## config.mk

```make
export PLATFORM = sky130hd
export DESIGN_NAME = softmax_normalizer_unit_flat
export DESIGN_NICKNAME = d
export VERILOG_FILES = /design/src/hdl/smx_pkg.sv /design/src/hdl/smx_if.sv /design/src/hdl/smx_div.sv /design/src/hdl/softmax_normalizer_unit.sv /design/src/flat_wrapper.sv
export SDC_FILE = /design/constraint.sdc
export NUM_CORES = 2
export LEC_CHECK = 0
export BUFFER_PORTS_ARGS = -buffer_cell sky130_fd_sc_hd__buf_2
export CAP_MARGIN = 10
export CORE_MARGIN = 2
export CORE_UTILIZATION = 50
export CTS_BUF_LIST = sky130_fd_sc_hd__clkbuf_8
export CTS_CLUSTER_SIZE = 8
export DETAILED_ROUTE_END_ITERATION = 12
export HOLD_SLACK_MARGIN = 0.15
export PLACE_DENSITY = 0.65
export SYNTH_ARGS = -nofsm -noshare
export SYNTH_HDL_FRONTEND = slang
export SYNTH_SLANG_ARGS = --single-unit
```

## constraint.sdc

```tcl
create_clock -name clk -period 22.9 [get_ports clk]
set_input_delay 1.145 -clock clk [delete_from_list [all_inputs] [get_ports clk]]
set_output_delay 1.145 -clock clk [all_outputs]
set_load 0.02 [all_outputs]
```

## src/hdl/smx_pkg.sv

```systemverilog
// Package for the softmax normalizer: widths, constants, exponent table.
// No dependencies.
package smx_pkg;
	localparam int MAX_LEN_DEF = 64;
	localparam int VAL_W = 16;
	localparam int EXP_W = 17;
	localparam int SUM_W = 23;
	localparam int IDX_W = 6;
	localparam logic [14:0] LOG2E_Q14 = 15'd23637;

	function automatic logic [16:0] pow2_tab(input logic [4:0] k);
		case (k)
			5'd0: pow2_tab = 17'd65536;
			5'd1: pow2_tab = 17'd62757;
			5'd2: pow2_tab = 17'd60097;
			5'd3: pow2_tab = 17'd57549;
			5'd4: pow2_tab = 17'd55109;
			5'd5: pow2_tab = 17'd52773;
			5'd6: pow2_tab = 17'd50535;
			5'd7: pow2_tab = 17'd48393;
			5'd8: pow2_tab = 17'd46341;
			5'd9: pow2_tab = 17'd44376;
			5'd10: pow2_tab = 17'd42495;
			5'd11: pow2_tab = 17'd40693;
			5'd12: pow2_tab = 17'd38968;
			5'd13: pow2_tab = 17'd37316;
			5'd14: pow2_tab = 17'd35734;
			5'd15: pow2_tab = 17'd34219;
			5'd16: pow2_tab = 17'd32768;
			default: pow2_tab = 17'd0;
		endcase
	endfunction
endpackage

```

## src/hdl/smx_if.sv

```systemverilog
// Valid/ready channel interfaces for the softmax normalizer.
// No dependencies.
interface smx_in_if;
	logic valid;
	logic ready;
	logic signed [15:0] sample_value;
	logic sample_last;
	modport source (output valid, sample_value, sample_last, input ready);
	modport sink (input valid, sample_value, sample_last, output ready);
endinterface

interface smx_out_if;
	logic valid;
	logic ready;
	logic [15:0] prob_value;
	logic [5:0] elem_index;
	logic result_last;
	logic overflow_flag;
	modport source (output valid, prob_value, elem_index, result_last, overflow_flag,
		input ready);
	modport sink (input valid, prob_value, elem_index, result_last, overflow_flag,
		output ready);
endinterface

interface smx_cfg_if;
	logic valid;
	logic ready;
	logic data;
	modport source (output valid, data, input ready);
	modport sink (input valid, data, output ready);
endinterface

```

## src/hdl/smx_div.sv

```systemverilog
// Restoring divider, one quotient bit per cycle: q = num / den.
// No dependencies.
module smx_div (
	input logic clk,
	input logic arst_n,
	input logic start,
	input logic [39:0] num,
	input logic [22:0] den,
	output logic done,
	output logic [39:0] quot
);
	logic [39:0] q_q;
	logic [23:0] rem_q;
	logic [5:0] cnt_q;
	logic busy_q;
	logic [23:0] trial;

	assign trial = {rem_q[22:0], q_q[39]};

	always_ff @(posedge clk or negedge arst_n) begin
		if (!arst_n) begin
			busy_q <= 1'b0;
			cnt_q <= '0;
			done <= 1'b0;
		end else begin
			done <= 1'b0;
			if (start) begin
				busy_q <= 1'b1;
				cnt_q <= 6'd0;
			end else if (busy_q) begin
				cnt_q <= cnt_q + 6'd1;
				if (cnt_q == 6'd39) begin
					busy_q <= 1'b0;
					done <= 1'b1;
				end
			end
		end
	end

	always_ff @(posedge clk) begin
		if (start) begin
			q_q <= num;
			rem_q <= '0;
		end else if (busy_q) begin
			if (trial >= {1'b0, den}) begin
				rem_q <= trial - {1'b0, den};
				q_q <= {q_q[38:0], 1'b1};
			end else begin
				rem_q <= trial;
				q_q <= {q_q[38:0], 1'b0};
			end
		end
	end

	assign quot = q_q;
endmodule

```

## src/hdl/softmax_normalizer_unit.sv

```systemverilog
// Channel     | dir | payload
// in          | in  | sample_value (s16 Q4.12), sample_last
// out         | out | prob_value (u16 Q0.16), elem_index, result_last, overflow_flag
// cfg         | in  | derivative_mode (1 bit)
// Loading accepts one word per cycle. On the last word the exponent pass runs per
// element (store read, multiply, table/round), then per element: store read, divider
// start, the wait on the bit-serial divider, derivative multiply, output.
// Input not ready until the last result is loaded; a stalled output holds the register
// and the sequencer waits in the output state. Reset clears control state only.
module softmax_normalizer_unit #(
	parameter int MAX_LEN = smx_pkg::MAX_LEN_DEF
) (
	input logic clk,
	input logic arst_n,
	smx_in_if.sink in_ch,
	smx_out_if.source out_ch,
	smx_cfg_if.sink cfg
);
	localparam int CNT_W = $clog2(MAX_LEN + 1);
	localparam int AW = (MAX_LEN > 1) ? $clog2(MAX_LEN) : 1;
	localparam logic [16:0] LOG2E_Q14_U = {2'b00, smx_pkg::LOG2E_Q14};

	localparam logic [3:0] ST_LOAD = 4'd0;
	localparam logic [3:0] ST_ERD = 4'd1;
	localparam logic [3:0] ST_EMUL = 4'd2;
	localparam logic [3:0] ST_ECALC = 4'd3;
	localparam logic [3:0] ST_PRD = 4'd4;
	localparam logic [3:0] ST_PDIV = 4'd5;
	localparam logic [3:0] ST_PWAIT = 4'd6;
	localparam logic [3:0] ST_PDER = 4'd7;
	localparam logic [3:0] ST_POUT = 4'd8;

	logic [3:0] state_q;
	logic mode_q;
	logic [CNT_W-1:0] cnt_q;
	logic [CNT_W-1:0] i_q;
	logic signed [15:0] max_q;
	logic [22:0] sum_q;
	logic drop_q;
	logic [15:0] logit_mem [MAX_LEN];
	logic [16:0] exp_mem [MAX_LEN];
	logic [15:0] logit_rd_q;
	logic [16:0] exp_rd_q;
	logic [31:0] prod_q;
	logic [15:0] p_q;
	logic [15:0] prob_q;
	logic oval_q, olast_q;
	logic [5:0] oidx_q;
	logic drop_q_o;
	logic div_start, div_done;
	logic [39:0] div_quot;
	logic acc;

	assign in_ch.ready = (state_q == ST_LOAD);
	assign cfg.ready = 1'b1;
	assign acc = in_ch.valid && in_ch.ready;

	// exponent datapath from registered product d*LOG2E
	logic [16:0] e_val;
	always_comb begin
		logic [17:0] t;
		logic [5:0] n;
		logic [3:0] k;
		logic [7:0] r;
		logic [16:0] ta, tb, v;
		logic [25:0] dr;
		logic [17:0] vr;
		vr = '0;
		t = 18'((prod_q + 32'd8192) >> 14);
		n = t[17:12];
		k = t[11:8];
		r = t[7:0];
		ta = smx_pkg::pow2_tab({1'b0, k});
		tb = smx_pkg::pow2_tab({1'b0, k} + 5'd1);
		dr = 26'((ta - tb) * r) + 26'd128;
		v = ta - 17'(dr >> 8);
		if (n == 6'd0) e_val = v;
		else if (n > 6'd16) e_val = '0;
		else begin
			vr = {1'b0, v} + (18'd1 << (n - 6'd1));
			e_val = 17'(vr >> n);
		end
	end

	always_ff @(posedge clk or negedge arst_n) begin
		if (!arst_n) begin
			state_q <= ST_LOAD;
			mode_q <= 1'b0;
			cnt_q <= '0;
			i_q <= '0;
			max_q <= 16'sh8000;
			sum_q <= '0;
			drop_q <= 1'b0;
			oval_q <= 1'b0;
		end else begin
			if (cfg.valid) mode_q <= cfg.data;
			if (state_q == ST_POUT && (!oval_q || out_ch.ready)) oval_q <= 1'b1;
			else if (oval_q && out_ch.ready) oval_q <= 1'b0;
			case (state_q)
				ST_LOAD: begin
					if (acc) begin
						if (cnt_q < CNT_W'(MAX_LEN)) begin
							cnt_q <= cnt_q + 1'b1;
							if (in_ch.sample_value > max_q) max_q <= in_ch.sample_value;
						end else drop_q <= 1'b1;
						if (in_ch.sample_last) begin
							i_q <= '0;
							sum_q <= '0;
							if (cnt_q < CNT_W'(MAX_LEN) || cnt_q != '0)
								state_q <= ST_ERD;
							else state_q <= ST_LOAD;
						end
					end
				end
				ST_ERD: state_q <= ST_EMUL;
				ST_EMUL: state_q <= ST_ECALC;
				ST_ECALC: begin
					sum_q <= sum_q + 23'(e_val);
					if (i_q + 1'b1 == cnt_q) begin
						i_q <= '0;
						state_q <= ST_PRD;
					end else begin
						i_q <= i_q + 1'b1;
						state_q <= ST_ERD;
					end
				end
				ST_PRD: state_q <= ST_PDIV;
				ST_PDIV: state_q <= ST_PWAIT;
				ST_PWAIT: if (div_done) state_q <= ST_PDER;
				ST_PDER: state_q <= ST_POUT;
				ST_POUT: begin
					if (!oval_q || out_ch.ready) begin
						if (i_q + 1'b1 == cnt_q) begin
							state_q <= ST_LOAD;
							cnt_q <= '0;
							max_q <= 16'sh8000;
							drop_q <= 1'b0;
						end else begin
							i_q <= i_q + 1'b1;
							state_q <= ST_PRD;
						end
					end
				end
				default: state_q <= ST_LOAD;
			endcase
		end
	end

	assign div_start = (state_q == ST_PDIV);

	smx_div u_div (
		.clk(clk), .arst_n(arst_n), .start(div_start),
		.num({7'd0, exp_rd_q, 16'd0} + {18'd0, sum_q[22:1]}),
		.den(sum_q), .done(div_done), .quot(div_quot)
	);

	always_ff @(posedge clk) begin
		if (acc && cnt_q < CNT_W'(MAX_LEN)) logit_mem[cnt_q[AW-1:0]] <= in_ch.sample_value;
		if (state_q == ST_ERD) logit_rd_q <= logit_mem[i_q[AW-1:0]];
		if (state_q == ST_EMUL)
			prod_q <= 32'(17'(max_q - $signed(logit_rd_q)) * LOG2E_Q14_U);
		if (state_q == ST_ECALC) exp_mem[i_q[AW-1:0]] <= e_val;
		if (state_q == ST_PRD) exp_rd_q <= exp_mem[i_q[AW-1:0]];
		if (state_q == ST_PWAIT && div_done) begin
			p_q <= (div_quot > 40'd65535) ? 16'hFFFF : div_quot[15:0];
			prod_q <= 32'(div_quot > 40'd65535 ? 17'd65535 : {1'b0, div_quot[15:0]})
				* 32'(17'd65536 - (div_quot > 40'd65535 ? 17'd65535
				: {1'b0, div_quot[15:0]}));
		end
		if (state_q == ST_POUT && (!oval_q || out_ch.ready)) begin
			prob_q <= mode_q ? 16'((33'(prod_q) + 33'd32768) >> 16) : p_q;
			oidx_q <= 6'(i_q);
			olast_q <= (i_q + 1'b1 == cnt_q);
		end
	end

	assign out_ch.valid = oval_q;
	assign out_ch.prob_value = prob_q;
	assign out_ch.elem_index = oidx_q;
	assign out_ch.result_last = olast_q;
	assign out_ch.overflow_flag = drop_q_o;

	always_ff @(posedge clk)
		if (state_q == ST_POUT && (!oval_q || out_ch.ready)) drop_q_o <= drop_q;
endmodule

```

## src/flat_wrapper.sv

```systemverilog
// flat-port wrapper written by rule: the top's interface ports become plain ports
module softmax_normalizer_unit_flat 
#(
	parameter int MAX_LEN = smx_pkg::MAX_LEN_DEF
)
  (clk, arst_n, in_ch_valid, in_ch_sample_value, in_ch_sample_last, in_ch_ready, out_ch_valid, out_ch_prob_value, out_ch_elem_index, out_ch_result_last, out_ch_overflow_flag, out_ch_ready, cfg_valid, cfg_data, cfg_ready);
  smx_in_if in_ch_i ();
  smx_out_if out_ch_i ();
  smx_cfg_if cfg_i ();
  input logic clk;
  input logic arst_n;
  input wire logic [$bits(in_ch_i.valid)-1:0] in_ch_valid;
  input wire logic [$bits(in_ch_i.sample_value)-1:0] in_ch_sample_value;
  input wire logic [$bits(in_ch_i.sample_last)-1:0] in_ch_sample_last;
  output wire logic [$bits(in_ch_i.ready)-1:0] in_ch_ready;
  output wire logic [$bits(out_ch_i.valid)-1:0] out_ch_valid;
  output wire logic [$bits(out_ch_i.prob_value)-1:0] out_ch_prob_value;
  output wire logic [$bits(out_ch_i.elem_index)-1:0] out_ch_elem_index;
  output wire logic [$bits(out_ch_i.result_last)-1:0] out_ch_result_last;
  output wire logic [$bits(out_ch_i.overflow_flag)-1:0] out_ch_overflow_flag;
  input wire logic [$bits(out_ch_i.ready)-1:0] out_ch_ready;
  input wire logic [$bits(cfg_i.valid)-1:0] cfg_valid;
  input wire logic [$bits(cfg_i.data)-1:0] cfg_data;
  output wire logic [$bits(cfg_i.ready)-1:0] cfg_ready;
  assign in_ch_i.valid = in_ch_valid;
  assign in_ch_i.sample_value = in_ch_sample_value;
  assign in_ch_i.sample_last = in_ch_sample_last;
  assign in_ch_ready = in_ch_i.ready;
  assign out_ch_valid = out_ch_i.valid;
  assign out_ch_prob_value = out_ch_i.prob_value;
  assign out_ch_elem_index = out_ch_i.elem_index;
  assign out_ch_result_last = out_ch_i.result_last;
  assign out_ch_overflow_flag = out_ch_i.overflow_flag;
  assign out_ch_i.ready = out_ch_ready;
  assign cfg_i.valid = cfg_valid;
  assign cfg_i.data = cfg_data;
  assign cfg_ready = cfg_i.ready;
  softmax_normalizer_unit #(.MAX_LEN(MAX_LEN)) u_core (.clk(clk), .arst_n(arst_n), .in_ch(in_ch_i), .out_ch(out_ch_i), .cfg(cfg_i));
endmodule
```

# After elaboration in Yosys (flattened, before gate mapping)
# Memory sizes are Yosys's and may differ from the RTL's. A register that Yosys moved wholly into a read port is not among the register bits.
# Cells that the tools add are included.
# op_classes
eq_ne	19
n_reduce_logical	23
n_addsub	16
n_lt_le_gt_ge	5
shift	2
mul	3
n_mux	57
# op_table
operator	count
16-bit 2-to-1 mux	7
40-bit 2-to-1 mux	2
23-bit 2-to-1 mux	3
32-bit 2-to-1 mux	2
7-bit 2-to-1 mux	9
23-bit case mux with 2 select lines	1
40-bit by 16-bit > comparator with 1-bit output, second input constant	1
4-bit case mux with 9 select lines	1
33-bit by 22-bit adder with 34-bit output	1
17-bit 2-to-1 mux	2
32-bit by 14-bit adder with 32-bit output, second input constant	1
32-bit by 16-bit adder with 32-bit output, second input constant	1
17-bit by 15-bit multiplier with 32-bit output, second input constant	1
32-bit by 32-bit multiplier with 32-bit output	1
16-bit case mux with 2 select lines	1
17-bit by 32-bit subtractor with 32-bit output, first input constant	1
26-bit by 8-bit multiplier with 25-bit output	1
25-bit by 8-bit adder with 25-bit output, second input constant	1
24-bit by 23-bit greater-or-equal comparator with 1-bit output	1
23-bit by 17-bit adder with 23-bit output	1
23-bit subtractor	1
7-bit case mux with 3 select lines	1
17-bit by 18-bit adder with 18-bit output	1
1-bit 2-to-1 mux	18
other kinds (36)	65
# totals
mem_bits_ro	816
ff_bits	203
input_bits	23
mem_count	4
output_inout_bits	27
ramBits	2112
# memory_table
memory	words	word_bits	read_ports	rd_clocked_by_memory_dff	wr	line_no	rtl
u_core.exp_mem	64	17	1	1	1	softmax_normalizer_unit.sv:41	logic [16:0] exp_mem [MAX_LEN];
u_core.logit_mem	64	16	1	1	1	softmax_normalizer_unit.sv:40	logic [15:0] logit_mem [MAX_LEN];
(name not given)	32	17	1	0	0	smx_pkg.sv:12	case (k)
(name not given)	16	17	1	0	0	smx_pkg.sv:12	

# Logic depth before layout (Yosys ltp)
# An unclocked memory read counts as a cell.
# logic_depth
word_depth	13
mapped_depth	72

# By module
# Synthesis repeated with hierarchy kept, for this count alone.
# unflattened
hier_cells	7935
area_unflattened_um2	111290.5
# modules_own_cells
mod	cells_each	area_per_inst_um2	instances	seq_area_each_um2
softmax_normalizer_unit	7517	107002.6	1	67686.2
smx_div	418	4287.9	1	1861.8

# Least setup slack after synthesis
# No wires, ideal clock.
# synth_path
path_kind	register to register
startpoint	register u_core.prod_q[15]
endpoint	register u_core.sum_q[20]
stages_incl_launch_ff	67
arrival_time_ns	16.619
t_required_ns	22.776
path_slack_ns	6.157
n_path_buf	2
cell_sequence	edfxtp_1 -> ha_1 -> nand3_1 -> nor2_1 -> nand3_1 -> xnor2_1 -> clkbuf_1 -> ha_1 -> inv_1 -> ha_1 -> clkbuf_1 -> nand2_1 -> a21o_1 -> and3_1 -> ha_1 -> inv_1 -> fa_1 -> a21o_1 -> (+31 left out) -> ha_1 -> inv_1 -> or3_1 -> a21boi_0 -> o211ai_1 -> nor3_1 -> a221o_1 -> o311ai_1 -> ha_1 -> o21a_1 -> o21ai_0 -> o21bai_1 -> a41o_1 -> o211a_1 -> o21ai_2 -> a21o_1 -> nor4_1 -> a211o_1
# synth_via
elab_chain_cells	13
elab_cells_between_ends	18
classes_between	8 x add/sub; 1 x mul; 1 x order compare; 2 x shift; 3 x mux; 1 x reduce/logical; 2 x memory
# synth_rtl
item	line_no	rtl
from (decl)	softmax_normalizer_unit.sv:44	logic [31:0] prod_q;
from (signal assigned)	softmax_normalizer_unit.sv:161	prod_q <= 32'(17'(max_q - $signed(logit_rd_q)) * LOG2E_Q14_U);
from (signal assigned)	softmax_normalizer_unit.sv:166	prod_q <= 32'(div_quot > 40'd65535 ? 17'd65535 : {1'b0, div_quot[15:0]})
32-bit by 14-bit adder with 32-bit output *	softmax_normalizer_unit.sv:69	t = 18'((prod_q + 32'd8192) >> 14);
4-bit by 1-bit adder with 5-bit output	softmax_normalizer_unit.sv:74	tb = smx_pkg::pow2_tab({1'b0, k} + 5'd1);
memory read 32 x 17 bit	--	
17-bit by 17-bit subtractor with 18-bit output	softmax_normalizer_unit.sv:75	dr = 26'((ta - tb) * r) + 26'd128;
26-bit by 8-bit multiplier with 25-bit output	softmax_normalizer_unit.sv:75	
25-bit by 8-bit adder with 25-bit output	softmax_normalizer_unit.sv:75	
17-bit subtractor	softmax_normalizer_unit.sv:76	v = ta - 17'(dr >> 8);
17-bit by 18-bit adder with 18-bit output	softmax_normalizer_unit.sv:80	vr = {1'b0, v} + (18'd1 << (n - 6'd1));
18-bit by 6-bit >> shifter with 17-bit output	softmax_normalizer_unit.sv:81	e_val = 17'(vr >> n);
17-bit 2-to-1 mux	softmax_normalizer_unit.sv:78	else if (n > 6'd16) e_val = '0;
17-bit 2-to-1 mux *	softmax_normalizer_unit.sv:77	if (n == 6'd0) e_val = v;
via u_core.e_val[5]	softmax_normalizer_unit.sv:59	logic [16:0] e_val;
23-bit by 17-bit adder with 23-bit output *	softmax_normalizer_unit.sv:118	sum_q <= sum_q + 23'(e_val);
23-bit case mux with 2 select lines *	softmax_normalizer_unit.sv:99	case (state_q)
to (signal assigned)	softmax_normalizer_unit.sv:118	
to (decl)	softmax_normalizer_unit.sv:38	logic [22:0] sum_q;
# The timed path passes the listed nets; every way through them passes the cells marked *.
# A chain may end at the register's enable or synchronous reset.

# Worst setup path in the final report
# Ends and elaborated chain as after synthesis.

==> summary.md <==
| Metric | Value |
|---|---|
| MaxCap Viol Count | `0` |
| DIE WIDTH | `475 um` |
| Post-CTS Setup Inserts | `0` |
| DRT Pass-1 Iters | `6` |
| Share of cells above drive strength 1 | `10.3%` |
| R2R setup slack | `5.86 ns` |
| Synth top area share | `60.8%` |
| Post-synth ARST share | `2.91%` |
| GRT Residual Overflow | `0` |
| Initial Util | `50.4%` |
| CP max stage cell | `xnor2_1` |
| Final Skew | `0.0825 ns` |
| Hold Path Origin | `cfg_data` |
| FF-to-FF path depth | `66` |
| Die height | `475 um` |
| EDFF count, synth | `2244` |
| Vias in the first global route | `70.2k` |
| WP buf/inv | `7` |
| Non-filler instance count after layout | `11.4k` |
| Final setup viols | `0` |
| HPWL Detailed | `192000 um` |
| Period utilization | `74.4%` |
| Clk sinks | `2335` |
| Crit path capture type | `flop` |
| RSZ-0062 raised after global routing | `false` |
| Fin Hold WS | `0.382 ns` |
| CP required | `23.86 ns` |
| Hold path endpoint | `u_core.mode_q` |
| Final WL | `314000 um` |
| Root buffer cell | `clkbuf_8` |
| H-tree depth | `5` |
| Worst-Skew Late Latency | `1.06 ns` |
| Filler cell count | `17.9k` |
| Worst-path clk slew | `0.06 ns` |
| Avg WL per Cell | `27.7 um` |
| Slew Limit Fails | `0` |
| Gate Count Post-Synth | `7912` |
| ANT nets after route | `0` |
| Worst path max stage delay | `0.70 ns` |
| DR vias/cell | `6.20` |
| CP max FO | `65` |
| Hold Violations, Final | `0` |
| Worst setup SP type | `flop` |
| TritonCTS buffer count | `369` |
| Top cell by count, worst path | `ha_1` |
| Initial antenna violation count | `12` |
| Critical path depth in cells | `66` |
| Worst slew pin tran | `1.28 ns` |
| Pin count of the biggest net entering global routing | `114` |
| Slew headroom | `14.6%` |
| Post-CTS sizing | `0` |
| First-pass GRT wire length | `462000 um` |
| Syn. warnings | `0` |
| CTS tree | `yes` |
| Critical path's top delay family | `compound AO/OA/AOI/OAI gates` |
| Remaining DRCs | `0` |
| Setup Total Neg Slack | `0 ns` |
| DIE AREA | `225000 um^2` |
| Port Buffers | `48` |
| WS Path Type | `reg2reg` |
| #FFs+latches synth | `2335` |
| Gpl congestion | `0.905` |
| WHS Path Cells | `2` |
| CTS Hold Bufs | `1` |
| Post-synth top area cell | `edfxtp_1` |
| GRT Util Overall | `27.7%` |
| Mapped Area | `111000 um^2` |
| Rows | `172` |
| Reg2reg end | `u_core.sum_q[20]` |
| # IOs | `50` |
| Fmax | `58.7 MHz` |
| Avg Cell Area, Syn | `14.0 um^2` |
| Post-route minimum period | `17.04 ns` |
| Hold crit path type | `in2reg` |
| Status | `finished, final reports clean` |
| Main area contributors after synthesis | `edfxtp_1, fa_1, a22oi_1` |
| CTS max path bufs | `4` |
| Critical Path AT | `18.00 ns` |
| Core area | `220000 um^2` |
| Syn-to-layout area delta | `9.92%` |
| Synth Flop Type | `edfxtp_1` |
| Register area share after synthesis | `62.7%` |
| DRT iter0 DRCs | `7447` |
| Worst R2R Start | `u_core.prod_q[15]` |
| Placed instance count | `10.8k` |
| Post-synth cell types | `107` |
| Via Count | `70.4k` |
| Layout Nets | `9058` |
==> per-layer routing <==
metal  wire, um  vias up  track usage [%]
met4       9720        8             8.51
met1     126000    35700             37.5
li1           -    30600                -
met2     148000     3483             44.5
met5         55        -                0
met3      31100      601             6.67
==> worst reg2reg max path: cells and delay by family (launching register included) <==
family,cells,cell delay (ns)
AOI/OAI and AO/OA,29,6.20
xor gates and xnor gates,5,1.34
adders and majority gates,13,5.44
buffers and inverters,7,1.22
DFF,1,0.43
and+or+nand+nor,12,2.37
==> metrics by stage <==
stage	utilization (%)	worst slack [ns]	area (um^2)
after global placement	52.6	6.41	116000
final	55.4	5.86	122000
after global routing	55.4	4.62	122000
after floorplan	-	6.16	111000
after CTS	55.4	6.00	122000
after detailed placement	52.6	6.09	116000
==> synthesized netlist by cell type, types with 138 or more instances <==
cell and count:
a21oi_1 253, ha_1 447, a22oi_1 760, nand2_1 266
inv_1 610, o21ai_0 138, nand2b_1 183, clkbuf_1 338
a221oi_1 154, nor2_1 527, a22o_1 152, fa_1 396
a31oi_1 167, edfxtp_1 2244
==> registers in the layout (all words and copies together) (netlist names), 16 cells and up <==
name,cells
u_core.u_div.quot,40
u_core.max_q,16
u_core.logit_rd_q,16
u_core.prod_q,19
u_core.out_ch.prob_value,16
u_core.sum_q,23
u_core.u_div.rem_q,23
u_core.logit_mem,1024
u_core.exp_mem,1088
u_core.p_q,16
u_core.exp_rd_q,17
==> layout make-up <==
type                    count  area, um^2  share of cell area, %
flip-flops and latches   2335       69500                   57.1
repair buffers            305        2290                   1.88
clock inverters           187         865                  0.710
inverters                 616        2310                   1.90
multi-input cells        4565       37900                   31.1
clock buffers             381        5240                   4.30
diodes                      3        7.51                0.00616
well taps                2958        3700                   3.04
==> how the worst max path moves through the flow <==
stage,slack [ns],endpoint,from
floorplan,6.16,u_core.sum_q[20],u_core.prod_q[15]
global placement,6.41,u_core.sum_q[20],u_core.prod_q[17]
detailed placement,6.09,u_core.sum_q[20],u_core.prod_q[15]
CTS,6.00,u_core.sum_q[20],u_core.prod_q[15]
global route,4.62,u_core.sum_q[20],u_core.prod_q[15]
finish,5.86,u_core.sum_q[20],u_core.prod_q[15]
==> cell families (layout without fill, tap and decap cells) <==
family / Yosys count / in the layout / synth area share, %
AOI/OAI and AO/OA: 1978 / 1978 / 12.9
xor gates and xnor gates: 214 / 214 / 1.74
adders and majority gates: 843 / 843 / 12.2
buffers and inverters: 1024 / 1489 / 3.52
DFF: 2335 / 2335 / 62.7
muxes: 37 / 37 / 0.352
other: 2 / 17 / 0.00678
and+or+nand+nor: 1479 / 1479 / 6.52
==> layout by cell type (no fill, tap or decap), drive strengths merged, types with 127 or more instances in the layout <==
cell type and instances:
nor2 529, fa 396, a22o 152, nand2b 183, clkbuf 381, buf 304, ha 447, a21oi 253
o21ai 146, nand2 267, edfxtp 2244, inv 754, xnor2 127, a22oi 760, a221oi 156, a31oi 169
Power is not shown: default switching activity piles up to over one toggle a cycle in this logic, so the estimate is an artifact.
